--- config.mk ---
export PLATFORM = sky130hd
export DESIGN_NAME = mkwf_ram
export DESIGN_NICKNAME = d
export VERILOG_FILES = /design/src/rtl/core/mkwf_ram.sv
export SDC_FILE = /design/constraint.sdc
export NUM_CORES = 1
export LEC_CHECK = 0
export BUFFER_PORTS_ARGS = -buffer_cell sky130_fd_sc_hd__buf_2
export CAP_MARGIN = 20
export CORE_MARGIN = 10
export CORE_UTILIZATION = 41
export CTS_CLUSTER_SIZE = 40
export DETAILED_ROUTE_END_ITERATION = 7
export PLACE_DENSITY_LB_ADDON = 0.2
export SYNTH_ARGS = -nofsm -noshare
export SYNTH_HDL_FRONTEND = slang
export SYNTH_SLANG_ARGS = --single-unit
--- constraint.sdc ---
create_clock -name clk -period 3.6 [get_ports clk]
set_input_delay 0.18 -clock clk [delete_from_list [all_inputs] [get_ports clk]]
set_output_delay 0.18 -clock clk [all_outputs]
set_load 0.1 [all_outputs]
--- src/rtl/core/mkwf_ram.sv ---
module mkwf_ram #(
    parameter int WIDTH = 8,
    parameter int DEPTH = 16
) (
    input  logic                     clk,
    input  logic                     we,
    input  logic [$clog2(DEPTH)-1:0] waddr,
    input  logic [WIDTH-1:0]         wdata,
    input  logic [$clog2(DEPTH)-1:0] raddr,
    output logic [WIDTH-1:0]         rdata
);

    logic [WIDTH-1:0] mem_reg [DEPTH];
    logic [WIDTH-1:0] rdata_reg;

    always_ff @(posedge clk)
    begin
        if (we)
        begin
            mem_reg[waddr] <= wdata;
        end
        rdata_reg <= mem_reg[raddr];
    end

    assign rdata = rdata_reg;

endmodule

== Yosys cells after proc, flatten, opt, wreduce, memory -nomap -nowiden ==
Memories as Yosys holds them, arrays and structs flattened. A register that Yosys moved wholly into a read port is not among the register bits.
Cells that the tools add are included.
Storage, ports and cells
  bits in registers: 0
  latch bits: 0
  bits in writable memories: 128
  memory bits (read-only): 0
  output and inout port bits: 8
  memories kept: 1
Cells by class
  add/sub/neg operators: 0
  multiply operators: 0
  div/mod/pow operators: 0
  magnitude comparators: 0
  equal/unequal tests: 0
  shifts and indexed selects: 0
  mux-type cells: 2
  bitwise operators: 0
  reduce and logical (&&, ||, !) cells: 0
Memory list
  mem_reg: depth 16, width 8, rd ports 1, clocked after memory_dff 1, wr ports 1, line 13  | logic [WIDTH-1:0] mem_reg [DEPTH];
Operators by type and width (number)
  1-bit two-way mux: 2

== Longest topological paths before layout ==
  word-level depth: 2
  gate-level depth with buffers: 5
  mapped depth without buffers: 3

== Worst setup path before layout ==
No wires, ideal clock.
  path kind: input-to-reg
  start point: input waddr[2]
  end point: memory mem_reg[0][0], enable pin
  data arrival time: 1.290 ns
  required time: 3.217 ns
  setup slack: 1.927 ns
  stages on the path: 2
  buffers on the path: 0
  cell sequence: or3b_2 -> nor3_1
RTL lines
  start, declared: line 7  | input logic [$clog2(DEPTH)-1:0] waddr,
  end, declared: line 13
No word-level cell before the write port.

==> impl_results.md <==
* Status: finished, final reports clean
* Number of setup buffers added after CTS at 0
* Avg Inst Size Synth at 22.5 µm²
* Max FO, Critical Path at 22
* Vias in the first global route at 2547
* Routed Antenna Nets at 0
* Max-cap violations at 0
* # H-tree levels at 4
* Global route total overflow at 0
* Cts repair resizes at 0
* Unrepaired setup endpoints after global routing: false
* Commonest cells after routing, fill and taps aside: 128 x edfxtp_1, 25 x buf_2, 18 x mux4_2
* Peak VDD IR at 0.339 mV
* Via Count at 2325
* Seq/Total Area, Yosys at 0.778
* DRT Wirelength at 9640 µm
* Final Skew at 0.00958 ns
* Worst-Margin Slew at 1.02 ns
* Slew HR at 0.317
* Max reg flops at 128
* CTS Buffer Depth at 2
* Area Overhead vs Synth at 17.3%
* CTS tree: done
* R2R cell count at 3
* Clk Latency, worst-skew pair at 0.40 ns
* Hold path depth at 1
* Die Width at 132 µm
* Total power at 3.75 mW
* Setup TNS at 0 ns
* DIE AREA at 0.0174 mm²
* Critical setup path kind: in2reg
* Reg-to-reg slack, setup at 2.18 ns
* Rows at 40
* Detail Placement HPWL at 6150 µm
* Non-filler cells in the finished layout at 448
* Initial antenna violation count at 0
* Peak Freq at 621 MHz
* CTS Buf Count at 17
* Nets at 285
* Ant diodes at 0
* Initial DRC Count at 184
* Gr usage total at 0.119
* Final hold vios at 0
* Drt pass-1 iters at 4
* CP Capture Type: register
* First-pass GRT wire length at 15400 µm
* Placer Congestion at 0.704
* Leakage dissipation at 2.02 nW
* Max incr delay on CP at 0.55 ns
* Vias per cell at 5.19
* Post-synthesis instance area at 0.00515 mm²
* Critical path's slowest cell: mux4_2
* Yosys cell types at 19
* Final worst path period share at 0.447
* # hold bufs at CTS at 0
* Critical Path, Cell by Cell: buf_2 > buf_4 > mux4_2 > a22oi_1 > nand2_1
* Starting Density at 0.423
* Final core utilization at 0.497
* Worst endpoint data arrival time at 1.89 ns
* Worst Path Required at 3.88 ns
* # setup viols final at 0
* CTS root buf: clkbuf_16
* Crit path time final at 1.61 ns
* Layout cells sized above 1 at 0.282
* YS warnings at 0
* Cells after Synth at 229
* Worst min-delay path class: in2reg
* Fillers at 977
* Yosys reg bits at 136
* WL/cell at 21.5 µm
* Die Height at 132 µm
* Largest net degree at the start of global routing at 33
* Slew Viols, Final at 0
* Pwr dens at 621 mW/mm²
* Commonest non-fill, non-tap cell in the layout: edfxtp_1
* Core ar. at 0.0122 mm²
* Drt drc at 0
* Io pins at 26
* Reg clk slew, reported paths at 0.05 ns
* Sink Count at 136
* Placed cells at 416
* Hold slack at 0.157 ns
* Syn nets at 247
* Worst setup SP type: input pin
* Number of port buffers at 25
## per-stage QoR
step	worst slack (ns)	cell area, µm²
final	1.99	6040
after global routing	1.84	6040
after CTS	1.94	6040
after detailed placement	1.51	5430
after global placement	1.53	5430
after floorplan	1.93	5150
## Yosys cell counts
master | number | area [µm²]
mux4_1 | 14 | 368
nand3_1 | 1 | 5.00
edfxtp_1 | 128 | 3840
or3b_2 | 1 | 8.76
nand2b_1 | 2 | 12.5
clkdlybuf4s25_2 | 3 | 30.0
and2b_1 | 1 | 7.51
buf_6 | 3 | 33.8
a22oi_1 | 16 | 120
mux4_2 | 18 | 405
nor2_1 | 13 | 48.8
nor2b_1 | 1 | 6.26
nor3_1 | 4 | 20.0
nand3b_1 | 2 | 15.0
buf_2 | 3 | 15.0
buf_4 | 1 | 7.51
dfxtp_1 | 8 | 160
nand2_1 | 9 | 33.8
and2_1 | 1 | 6.26
## worst paths after layout
check / to / start
setup reg to reg: rdata[3] / mem_reg[0][3]
setup / recovery: rdata[7] / raddr[0]
hold / removal: mem_reg[15][1] / wdata[1]
hold reg to reg: rdata[2] / mem_reg[11][2]
## per-layer routing
metal	global-route usage	vias to the layer above	part of all wire
li1	-	1047	-
met1	0.154	1220	0.46
met2	0.180	50	0.50
met3	0.0370	8	0.032
met4	0.0501	0	0.012
met5	0	-	0
## area by class of cell
cell class | instances | area, µm² | area share
flip-flops and latches | 136 | 4000 | 0.663
multi-input cells | 83 | 1060 | 0.176
repair buffers | 29 | 155 | 0.0257
clock buffers | 23 | 488 | 0.0808
well taps | 168 | 210 | 0.0348
clock inverters | 9 | 120 | 0.0199
## where the power goes
part,leakage (nW),total [mW],switching [mW],internal [mW]
combinational,0.492,0.229,0.165,0.0642
clock,0.306,1.74,0.588,1.16
sequential,1.22,1.78,0.00945,1.77
## critical path, delay by kind of cell
kind,cells,cell delay (ns)
AO/OA/AOI/OAI,1,0.29
buffers and inverters,2,0.75
AND/OR/NAND/NOR,1,0.11
multiplexers,1,0.55
## cells by family after synthesis
kind of cell           after synthesis  synth area share
muxes                               32             0.150
AOI/OAI and AO/OA                   16            0.0233
buffers and inverters               10            0.0168
DFF                                136             0.778
and+or+nand+nor                     35            0.0318
Power figures use the tool's default switching activity.
