<file path="src/rtl/core/mkwf_pkg.sv">
package mkwf_pkg;

    // fixed field and datapath widths
    localparam int CNT_W    = 12;
    localparam int SA_W     = 13;
    localparam int PIX_W    = 10;
    localparam int DIST_W   = 10;
    localparam int ACC_W    = 20;
    localparam int SQ_STEPS = 10;
    localparam int K_W      = 10;
    localparam int SUM_W    = 18;
    localparam int NB_W     = 4;
    localparam int RAD_W    = 4;

    localparam logic [CNT_W-1:0] CNT_MAX = 12'hFFF;

    localparam logic [1:0] STATUS_OK    = 2'd0;
    localparam logic [1:0] STATUS_BAD_K = 2'd1;
    localparam logic [1:0] STATUS_COUNT = 2'd2;

    localparam logic [1:0] CFG_RADIUS     = 2'd0;
    localparam logic [1:0] CFG_NEIGHBOURS = 2'd1;
    localparam logic [1:0] CFG_BANDS      = 2'd2;

    typedef struct packed {
        logic [7:0] sample;
        logic       last;
    } item_t;

    typedef struct packed {
        logic [7:0] band_value;
        logic [2:0] band_index;
        logic [1:0] status;
        logic       last_band;
    } result_t;

    typedef struct packed {
        logic             valid;
        logic [PIX_W-1:0] pix;
        logic [ACC_W-1:0] rem;
        logic [ACC_W-1:0] root;
    } sq_stage_t;

    typedef enum logic [3:0] {
        S_LOAD,
        S_CENTRE,
        S_DIST,
        S_SEL,
        S_SUM_RD,
        S_SUM_CHK,
        S_SUM_BAND,
        S_SUM_END,
        S_DIV_LD,
        S_DIV,
        S_ERR
    } state_t;

endpackage

</file>
<file path="src/rtl/core/mkwf_sqrt_cell.sv">
module mkwf_sqrt_cell #(
    parameter int STEP = 0
) (
    input  logic                  clk,
    input  logic                  rst_n,
    input  mkwf_pkg::sq_stage_t   din,
    output mkwf_pkg::sq_stage_t   dout
);

    import mkwf_pkg::*;

    localparam logic [ACC_W-1:0] BITV = ACC_W'(1) << (2 * (SQ_STEPS - 1 - STEP));

    sq_stage_t      dout_reg;
    sq_stage_t      dout_next;
    logic [ACC_W:0] trial;

    // one result bit per cell
    always_comb
    begin
        trial     = {1'b0, din.root} + {1'b0, BITV};
        dout_next = din;
        if ({1'b0, din.rem} >= trial)
        begin
            dout_next.rem  = din.rem - trial[ACC_W-1:0];
            dout_next.root = (din.root >> 1) + BITV;
        end
        else
        begin
            dout_next.root = din.root >> 1;
        end
    end

    always_ff @(posedge clk or negedge rst_n)
    begin
        if (!rst_n)
        begin
            dout_reg <= '0;
        end
        else
        begin
            dout_reg <= dout_next;
        end
    end

    assign dout = dout_reg;

endmodule

</file>
<file path="config.mk">
export PLATFORM = sky130hd
export DESIGN_NAME = mkwf_sqrt_cell
export DESIGN_NICKNAME = d
export VERILOG_FILES = /design/src/rtl/core/mkwf_pkg.sv /design/src/rtl/core/mkwf_sqrt_cell.sv
export SDC_FILE = /design/constraint.sdc
export NUM_CORES = 1
export LEC_CHECK = 0
export CAP_MARGIN = 10
export CORE_MARGIN = 2
export CORE_UTILIZATION = 52
export DETAILED_ROUTE_END_ITERATION = 10
export DONT_BUFFER_PORTS = 1
export PLACE_DENSITY = 0.67
export SETUP_SLACK_MARGIN = 0.1
export SLEW_MARGIN = 30
export SYNTH_ARGS = -nofsm -noshare
export SYNTH_HDL_FRONTEND = slang
export SYNTH_SLANG_ARGS = --single-unit
</file>
<file path="constraint.sdc">
create_clock -name clk -period 0.8 [get_ports clk]
set_input_delay 0.08 -clock clk [delete_from_list [all_inputs] [get_ports clk]]
set_output_delay 0.08 -clock clk [all_outputs]
set_load 0.05 [all_outputs]
</file>
==> metrics.cfg, run 1 <==
[outcome]
status=did not finish
stop_stage=4_1_cts
tool.error=[ERROR DPL-0038] Utilization greater than 100%, impossible to legalize

[floorplanning]
die_w_um=77.1
die_y_um=77.1
pin_count=104
initial_core_util_pct=54.0
core.rowCount=26

[clock_tree]
cts_resized=36
htree_levels=2
cts_buffer_depth=2
numCtsBuffers=5
ctsHoldBuffers=50
post-cts-setup-buffers=5
clock-sinks=51
root_buffer=clkbuf_8

[placed_design]
place_congestion=0.899
dp_hpwl_um=6950
port_buffers=0
placed_cell_area_um2=4360

[yosys]
netlist_area_um2=2780
yosysUniqueCellTypes=48
synth-seq-cells=51
syn_area_per_cell_um2=10.6
synth_warnings=0
yosysSeqAreaShare_pct=46.0
synthCells=263
synth_nets=339

[stage by stage]
stage	util, %	setup slack [ns]	setup TNS (ns)	instances	hold slack [ns]
after floorplan	-	-1.33	-26.96	263	-0.216
after global placement	84.9	-1.31	-27.33	435	-0.214
after detailed placement	84.9	-1.41	-29.10	435	-0.214
[synthesized netlist by cell type (all sizes together)]
library cell	count	share of area [%]
dfrtp	51	46
inv	25	3.4
ha	22	9.9
a21oi	16	2.9
o21ai	16	2.9
nand2	13	1.8
mux2	12	4.9
nand3	12	2.2
buf	10	2.5
xnor2	8	2.5
nor3	6	1.1
o21a	6	1.6
xor2	6	1.9
nand2b	5	1.1
nor2	5	0.68
and2	4	0.99
o21bai	4	1.1
o31ai	4	1.1
a21boi	3	0.81
a21o	3	0.81
nand4	3	0.68
o41ai	3	1.5
a211oi	2	0.54
a31oi	2	0.45
clkbuf	2	0.27
mux2i	2	0.72
nor2b	2	0.45
a2111oi	1	0.32
a221oi	1	0.32
a22oi	1	0.27
a32o	1	0.36
a32oi	1	0.32
a41oi	1	0.32
and4	1	0.41
fa	1	0.72
nand3b	1	0.27
nand4b	1	0.32
nor4	1	0.23
o211ai	1	0.27
o32a	1	0.36
o32ai	1	0.32
or2	1	0.23
or4	1	0.41
[kinds of logic after synthesis]
group / Yosys count / synth area share, %
buffers and inverters: 37 / 6.13
AND/OR/NAND/NOR: 56 / 10.8
AO/OA/AOI/OAI: 68 / 16.5
flip-flops: 51 / 46.0
XOR/XNOR: 14 / 4.42
adder cells (fa/ha/maj): 23 / 10.6
multiplexers: 14 / 5.59
==> inputs of run 2 (changes only) <==
- CORE_UTILIZATION: 52 -> 37
- PLACE_DENSITY: 0.67 -> not set
- PLACE_DENSITY_LB_ADDON: not set -> 0.15
- SETUP_SLACK_MARGIN: 0.1 -> not set
==> run 2 against run 1 <==
Against the previous run: the flow now finishes, with violations (hold timing, setup timing); synthesized cell count unchanged; synthesized area unchanged.
==> metrics.cfg, run 2 <==
[outcome]
status=complete, but fails checks
violations=hold timing, setup timing

[clock_tree]
root_buffer=clkbuf_8
tritoncts=built
cts_buffer_depth=2
htree_levels=2
clk_pin_slew_ns=0.10
ctsHoldBuffers=50
numCtsBuffers=5
clock-sinks=51

[run]
cap_viol_max_count=0

[yosys]
synth_flop_cell=dfrtp_1
yosysTopAreaCell=dfrtp_1
synth_edf_count=0
syn_area_per_cell_um2=10.6
synthCells=263
synth_warnings=0
synth_common_cells=dfrtp_1 (51), inv_1 (25), ha_1 (22)
synth_nets=339
synthTopCellsByArea=dfrtp_1 (46%), ha_1 (9.9%), mux2_2 (4.1%)
synthMostInstantiatedCell=dfrtp_1
synth-seq-cells=51
synthArstFlopShare_pct=100
yosysSeqAreaShare_pct=46.0
yosys.area.top_type_share_pct=46.0
yosysUniqueCellTypes=48
netlist_area_um2=2780

[timing]
finalCritPeriodShare_pct=219
slew_headroom_pct=72.1
fin_tns_setup_ns=-26.96
fmax_mhz=571
final_hold_viol_count=52
slew_viol_final=0
whs_ns=-0.544
layout_setup_ws_ns=-0.953
setup_viol=73
worst_slew_pin_slew_ns=0.414
rsz0062_at_grt=true
finalCriticalPeriod_ns=1.75

[placed_design]
dp_hpwl_um=5850
port_buffers=0
place_ws_ns=-1.37
placed_cell_area_um2=4410
place_congestion=0.894

[drt]
drc_errors=0
drtIter0Drc=189
routed.top_layer=met4
m1WireLength_um=3790
dr_wl_met2_um=4980
wl_um=9710
viasPerCell=5.32
via_count=2880
wl_met3_um=669
ant_nets=0
firstDrtPassIters=4
wire_per_inst_um=18.0

[final_layout]
layout_common_cells=buf_4 (75), buf_12 (53), dfrtp_1 (51)
largest_register_ffs=51
fillCellCount=472
register_area_um2=1280
fin_area_um2=5580
layout-drive-gt1-share_pct=50.7
fin_nets=517
syn_to_final_growth_pct=101
mostFrequentLayoutCell=buf_4
multi_input_area_um2=1810
antenna_cells=0

[power]
p_comb_share_pct=50.3
leakagePower_nw=2.44
p_int_mw=6.01
clockPowerShare_pct=17.0
powerDensity_nw_per_um2=1680
ir_worst_vdd_v=0.00113
finalPower_mw=9.36
switchingPower_mw=3.35
switching_share_pct=35.8
power.share.sequential_pct=32.8

[global_routing]
grt_overflow=0
grt_max_degree=52
grt_pass1_vias=2982
antenna_found_initial=0
grt_pass1_wl_um=15100
grt_usage_pct=23.0

[floorplanning]
pin_count=104
die_w_um=90.6
dieArea_um2=8210
initial_core_util_pct=38.3
core-area_um2=7250
die_y_um=90.6
core.rowCount=31

[critical_path]
worstSetupEndpointType=register
cp_max_fo=2
cp_data_arrival_time_ns=1.94
worst-setup-path-type=primary input to register
required_ns=0.98
start_kind=primary input

[hold_path]
hold_class=primary input to async pin

-- run 2: timing repair --
action                                  in CTS  in global routing
buffers inserted                            10                  6
hold endpoints to repair                   102                 52
pin swaps                                   16                 18
cloned                                       2                  0
endpoints found under the setup margin      73                 73
gates resized for setup                     48                 32
-- run 2: cells by family (layout without fill, tap and decap cells) --
family,after synthesis,after routing,synth area share [%]
and+or+nand+nor,56,58,10.8
muxes,14,14,5.59
xor gates and xnor gates,14,14,4.42
buffers and inverters,37,214,6.13
DFF,51,51,46.0
adders and majority gates,23,23,10.6
AOI/OAI and AO/OA,68,68,16.5
-- run 2: routing by layer --
layer  GRT usage, %  vias to the layer above
met2           40.9                      147
li1               -                     1284
met3           4.42                       25
met4           5.90                        0
met1           28.4                     1424
met5              0                        -
-- run 2: cell type report --
class | count | share of cell area [%]
clock buffer | 6 | 1.48
clock inverter | 2 | 0.292
multi-input combinational | 177 | 32.4
sequential | 51 | 22.9
tap | 99 | 2.22
inverter | 25 | 1.95
timing repair buffer | 181 | 38.8
-- run 2: metrics by stage --
| step | utilization (%) | cells |
|---|---|---|
| final | 76.9 | 541 |
| after global routing | 76.9 | 541 |
| after CTS | 74.7 | 535 |
| after detailed placement | 60.7 | 465 |
| after global placement | 60.7 | 465 |
| after floorplan | - | 263 |
-- run 2: worst paths after layout --
check                       start            endpoint  slack [ns]  cells after the start
max in group asynchronous   rst_n  dout[17]$_DFF_PN0_        1.25                      0
min in group clk           din[0]  dout[20]$_DFF_PN0_       -0.02                      2
max                        din[1]  dout[37]$_DFF_PN0_       -0.95                     10
min                         rst_n  dout[47]$_DFF_PN0_       -0.54                      0
-- run 2: critical path, cell delays in order --
cell	delay, ns
inv_1	0.07
ha_4	0.29
nand2b_1	0.12
a21oi_2	0.23
buf_4	0.15
o21bai_1	0.12
a2111oi_2	0.47
buf_4	0.19
o21a_1	0.15
o31ai_4	0.08
-- run 2: power groups by stage --
stage,logic (mW),clock network (mW),registers (mW)
5_1_grt,4.93,1.76,3.09
6_report,4.71,1.59,3.07
3_5_place_dp,3.85,0,3.12
4_1_cts,4.47,1.64,3.07
2_1_floorplan,1.19,0,3.92
3_3_place_gp,3.83,0,3.12
Power figures use the tool's default switching activity.
==> inputs of run 3 (changes only) <==
- CORE_ASPECT_RATIO: not set -> 1.25
- CORE_UTILIZATION: 37 -> 39
==> run 3 against run 2 <==
Against the previous run: the flow still finishes with violations (hold timing, setup timing); maximum frequency increased by 5.1%; final area increased by 0.36%; flip-flop and latch count unchanged; global-route usage increased by 0.27 points; critical path depth decreased by 2; combinational power decreased by 1%; sequential share of layout area decreased by 0.082 points; largest power group unchanged.
==> metrics.cfg, run 3 (same netlist as run 2, synthesis figures left out) <==
[global_routing]
grt_pass1_vias=2927
grt_usage_pct=23.2
grt_max_degree=52
antenna_found_initial=0
grt_pass1_wl_um=14100
grt_overflow=0

[hold_path]
hold_class=primary input to async pin

[timing]
slew_viol_final=0
final_hold_viol_count=51
worst_slew_pin_slew_ns=0.366
layout_setup_ws_ns=-0.867
finalCriticalPeriod_ns=1.67
whs_ns=-0.550
rsz0062_at_grt=true
slew_headroom_pct=75.5
finalCritPeriodShare_pct=208
setup_viol=73
fmax_mhz=600

[critical_path]
start_kind=primary input
required_ns=1.00
critical_path.max_stage_delay_ns=0.53
cp_data_arrival_time_ns=1.87
cp_max_fo=6
path_buf_inv=2
crit_path_top_delay_cell=or4_4
cp_cell_sequence=inv_1 -> ha_4 -> buf_4 -> a21o_1 -> o21ai_2 -> or4_4 -> and2_4 -> mux2_4
worstSetupEndpointType=register
worst-setup-path-type=primary input to register
path_delay_family=simple AND/OR/NAND/NOR gates

[outcome]
status=complete, but fails checks
violations=hold timing, setup timing

[drt]
wire_per_inst_um=18.4
wl_um=9710
drtIter0Drc=108
via_count=2769
drc_errors=0
firstDrtPassIters=4
viasPerCell=5.25
ant_nets=0

[placed_design]
placed_cell_area_um2=4360
dp_hpwl_um=5810
port_buffers=0
place_congestion=0.888

[floorplanning]
die_w_um=79.5
dieArea_um2=7810
initial_core_util_pct=40.0
core.rowCount=34
core-area_um2=6930
die_y_um=98.3
pin_count=104

[clock_tree]
tritoncts=built
numCtsBuffers=5
htree_levels=2
clock-sinks=51
clk_pin_slew_ns=0.10
root_buffer=clkbuf_8
cts_buffer_depth=2

[final_layout]
layout_common_cells=buf_4 (66), dfrtp_1 (51), dlygate4sd3_1 (51), buf_12 (51), ha_4 (22)
syn_to_final_growth_pct=102
layout-drive-gt1-share_pct=50.1
fillCellCount=386
mostFrequentLayoutCell=buf_4
antenna_cells=0
fin_nets=512
largest_register_ffs=51
fin_area_um2=5600

[run]
cap_viol_max_count=0

[power]
leakagePower_nw=2.44
powerDensity_nw_per_um2=1760
ir_worst_vdd_v=0.000982

[run 3: changes by cell type in the layout (fill, tap and decap cells not counted), sizes merged]
cell	previous run	this run
buf	131	124
and2	6	7
clkinv	1	0
dlygate4sd3	50	51
bufinv	0	2
clkbuf	6	5
[run 3: how the worst max path moves through the flow]
| stage | start | endpoint | slack (ns) | cells past startpoint |
|---|---|---|---|---|
| 2_1_floorplan | din[15] | dout[23]$_DFF_PN0_ | -1.33 | 10 |
| 3_3_place_gp | din[20] | dout[38]$_DFF_PN0_ | -1.42 | 10 |
| 3_5_place_dp | din[20] | dout[38]$_DFF_PN0_ | -1.45 | 10 |
| 4_1_cts | din[1] | dout[23]$_DFF_PN0_ | -0.82 | 8 |
| 5_1_grt | din[13] | dout[26]$_DFF_PN0_ | -0.91 | 9 |
| 6_report | din[4] | dout[23]$_DFF_PN0_ | -0.87 | 8 |
[run 3: area by class of cell]
| class | count | area, µm² | share of cell area [%] |
|---|---|---|---|
| timing repair buffer | 175 | 2110 | 37.7 |
| inverter | 25 | 119 | 2.12 |
| sequential | 51 | 1280 | 22.8 |
| multi-input combinational | 178 | 1840 | 32.9 |
| clock buffer | 5 | 68.8 | 1.23 |
| clock inverter | 3 | 67.6 | 1.21 |
| tap | 90 | 113 | 2.01 |
[run 3: per-stage QoR]
step	std cells	setup TNS, ns	setup slack, ns	util, %	total power, mW
2_1_floorplan	263	-26.96	-1.33	-	5.12
3_3_place_gp	452	-27.01	-1.42	62.9	6.90
3_5_place_dp	452	-27.84	-1.45	62.9	6.95
4_1_cts	517	-24.71	-0.818	76.4	9.58
5_1_grt	527	-28.37	-0.911	80.7	10.3
6_report	527	-25.74	-0.867	80.7	9.86
[run 3: repair_timing]
item                                    CTS  global route
gates resized for setup                  38            53
hold buffers                             50             1
endpoints found under the setup margin   73            73
cloned                                    2             1
hold endpoints to repair                102            52
pin swaps                                12            20
buffers inserted                          5             8
[run 3: per-layer routing]
layer	track usage (%)	routed length (µm)	vias up
li1	-	-	1282
met1	26.7	3630	1362
met2	42.4	5360	100
met3	4.53	485	25
met4	7.56	234	0
met5	0	0	-
[run 3: power breakdown]
| part | switching [mW] | leakage, nW | total, mW | internal (mW) |
|---|---|---|---|---|
| clock | 0.890 | 0.0644 | 2.14 | 1.25 |
| combinational | 2.22 | 1.78 | 4.64 | 2.43 |
| sequential | 0.233 | 0.598 | 3.08 | 2.84 |
| total | 3.34 | 2.44 | 9.86 | 6.52 |
==> inputs of run 4 (changes only) <==
- CAP_MARGIN: 10 -> not set
- clock period: 0.8 -> 1.6 ns (I/O delays scaled with it)
==> run 4 against run 3 <==
Against the previous run: the flow finishes with violations (setup timing); global-route usage down 2.4 points; worst hold slack improved by 0.56 ns; total power is 57% lower; critical endpoint is now dout[34]$_DFF_PN0_; largest power group is now registers.
==> metrics.cfg, run 4 (same netlist as run 2, synthesis figures left out) <==
[power]
finalPower_mw=4.22
powerDensity_nw_per_um2=965
leakagePower_nw=1.92
ir_worst_vdd_v=0.000487

[drt]
via_count=2428
drtIter0Drc=85
viasPerCell=5.15
wire_per_inst_um=17.0
wl_um=8030
drc_errors=0
firstDrtPassIters=4
ant_nets=0

[global_routing]
grt_overflow=0
grtUsageMet1_pct=24.2
grt_pass1_vias=2562
antenna_found_initial=0
use_met3_pct=3.33
grt_usage_pct=20.8
grt_pass1_wl_um=12500
busiest_layer=met2
grt_max_degree=52
grt_use_met2_pct=38.6

[hold_path]
min_path_cells=1
hold_class=primary input to register
min_to=dout[27]$_DFF_PN0_
hp-start=din[27]

[clock_tree]
numCtsBuffers=5
tritoncts=built
htree_levels=2
clock-sinks=51
root_buffer=clkbuf_8
clk_pin_slew_ns=0.09
cts_buffer_depth=2

[final_layout]
multi_input_area_um2=1680
layout_common_cells=buf_4 (63), dfrtp_1 (51), dlygate4sd3_1 (49)
antenna_cells=0
largest_register_ffs=51
register_area_um2=1280
mostFrequentLayoutCell=buf_4
fin_nets=456
fillCellCount=564
layout-drive-gt1-share_pct=38.6
syn_to_final_growth_pct=57.4

[critical_path]
crit_start=din[3]
critical_path.max_stage_delay_ns=0.43
crit_path_top_delay_cell=o32a_1
start_kind=primary input
worst-setup-path-type=primary input to register
cp_max_fo=5
cp_data_arrival_time_ns=2.00
required_ns=1.80
cp_cell_sequence=inv_1 -> ha_1 -> nand3_2 -> nor4_2 -> a211oi_1 -> o32a_1 -> and2_4 -> mux2_4
worstSetupEndpointType=register

[timing]
slew_headroom_pct=67.3
worst_slew_pin_slew_ns=0.491
whs_ns=0.0107
finalCritPeriodShare_pct=113
fmax_mhz=555
slew_viol_final=0
setup_viol=22
layout_setup_ws_ns=-0.203
final_hold_viol_count=0
finalCriticalPeriod_ns=1.80
rsz0062_at_grt=true

[placed_design]
place_congestion=0.947
dp_hpwl_um=5350
port_buffers=0

[floorplanning]
pin_count=104
core.rowCount=34
initial_core_util_pct=40.0
die_w_um=79.5
core-area_um2=6930
die_y_um=98.3
dieArea_um2=7810

[outcome]
status=complete, but fails checks
violations=setup timing

[run]
cap_viol_max_count=0

==> run 4: metrics by stage <==
step	util [%]	area, µm²	std cells	setup TNS, ns	worst slack, ns
final	63.0	4370	471	-2.92	-0.203
after global routing	63.0	4370	471	-4.27	-0.263
after CTS	61.2	4240	465	-1.73	-0.132
after detailed placement	48.0	3330	399	-11.88	-0.724
after global placement	48.0	3330	399	-11.70	-0.708
after floorplan	-	2890	263	-11.12	-0.612
==> run 4: how the worst max path moves through the flow <==
stage | endpoint | cells past startpoint | slack (ns)
after floorplan | dout[23]$_DFF_PN0_ | 10 | -0.61
after global placement | dout[38]$_DFF_PN0_ | 10 | -0.71
after detailed placement | dout[38]$_DFF_PN0_ | 10 | -0.72
after CTS | dout[34]$_DFF_PN0_ | 7 | -0.13
after global routing | dout[23]$_DFF_PN0_ | 8 | -0.26
final | dout[34]$_DFF_PN0_ | 8 | -0.20
==> run 4: what timing repair did <==
| item | in CTS | in global routing |
|---|---|---|
| pin swaps | 14 | 12 |
| cloned | 3 | 0 |
| hold buffers | 47 | 3 |
| endpoints found under the setup margin | 22 | 22 |
| resized for setup | 44 | 14 |
| setup buffers | 8 | 3 |
| endpoints found under the hold margin | 97 | 3 |
==> run 4: worst max-delay path, delay by kind of cell <==
kind	cells	cell delay, ns
AO/OA/AOI/OAI	2	0.54
multiplexers	1	0.30
adder cells (fa/ha/maj)	1	0.31
AND/OR/NAND/NOR	3	0.66
buffers and inverters	1	0.02
==> run 4: per-layer routing <==
metal	part of all wire, %	wire, µm	vias to the layer above
met5	0	0	-
li1	-	-	1166
met4	1.2	95	0
met1	40	3200	1169
met3	5.3	428	8
met2	54	4300	85
==> run 4: layout make-up <==
cell class / instances / area share (%)
Tap cell: 90 / 2.58
Inverter: 25 / 2.40
Clock inverter: 3 / 1.55
Multi-Input combinational cell: 178 / 38.5
Timing Repair Buffer: 119 / 24.2
Sequential cell: 51 / 29.2
Clock buffer: 5 / 1.57
==> run 4: power by group <==
| group | leakage [nW] | switching, mW | internal [mW] |
|---|---|---|---|
| registers | 0.598 | 0.538 | 1.41 |
| clock network | 0.0644 | 0.431 | 0.623 |
| logic | 1.26 | 0.550 | 0.661 |
| total | 1.92 | 1.52 | 2.70 |
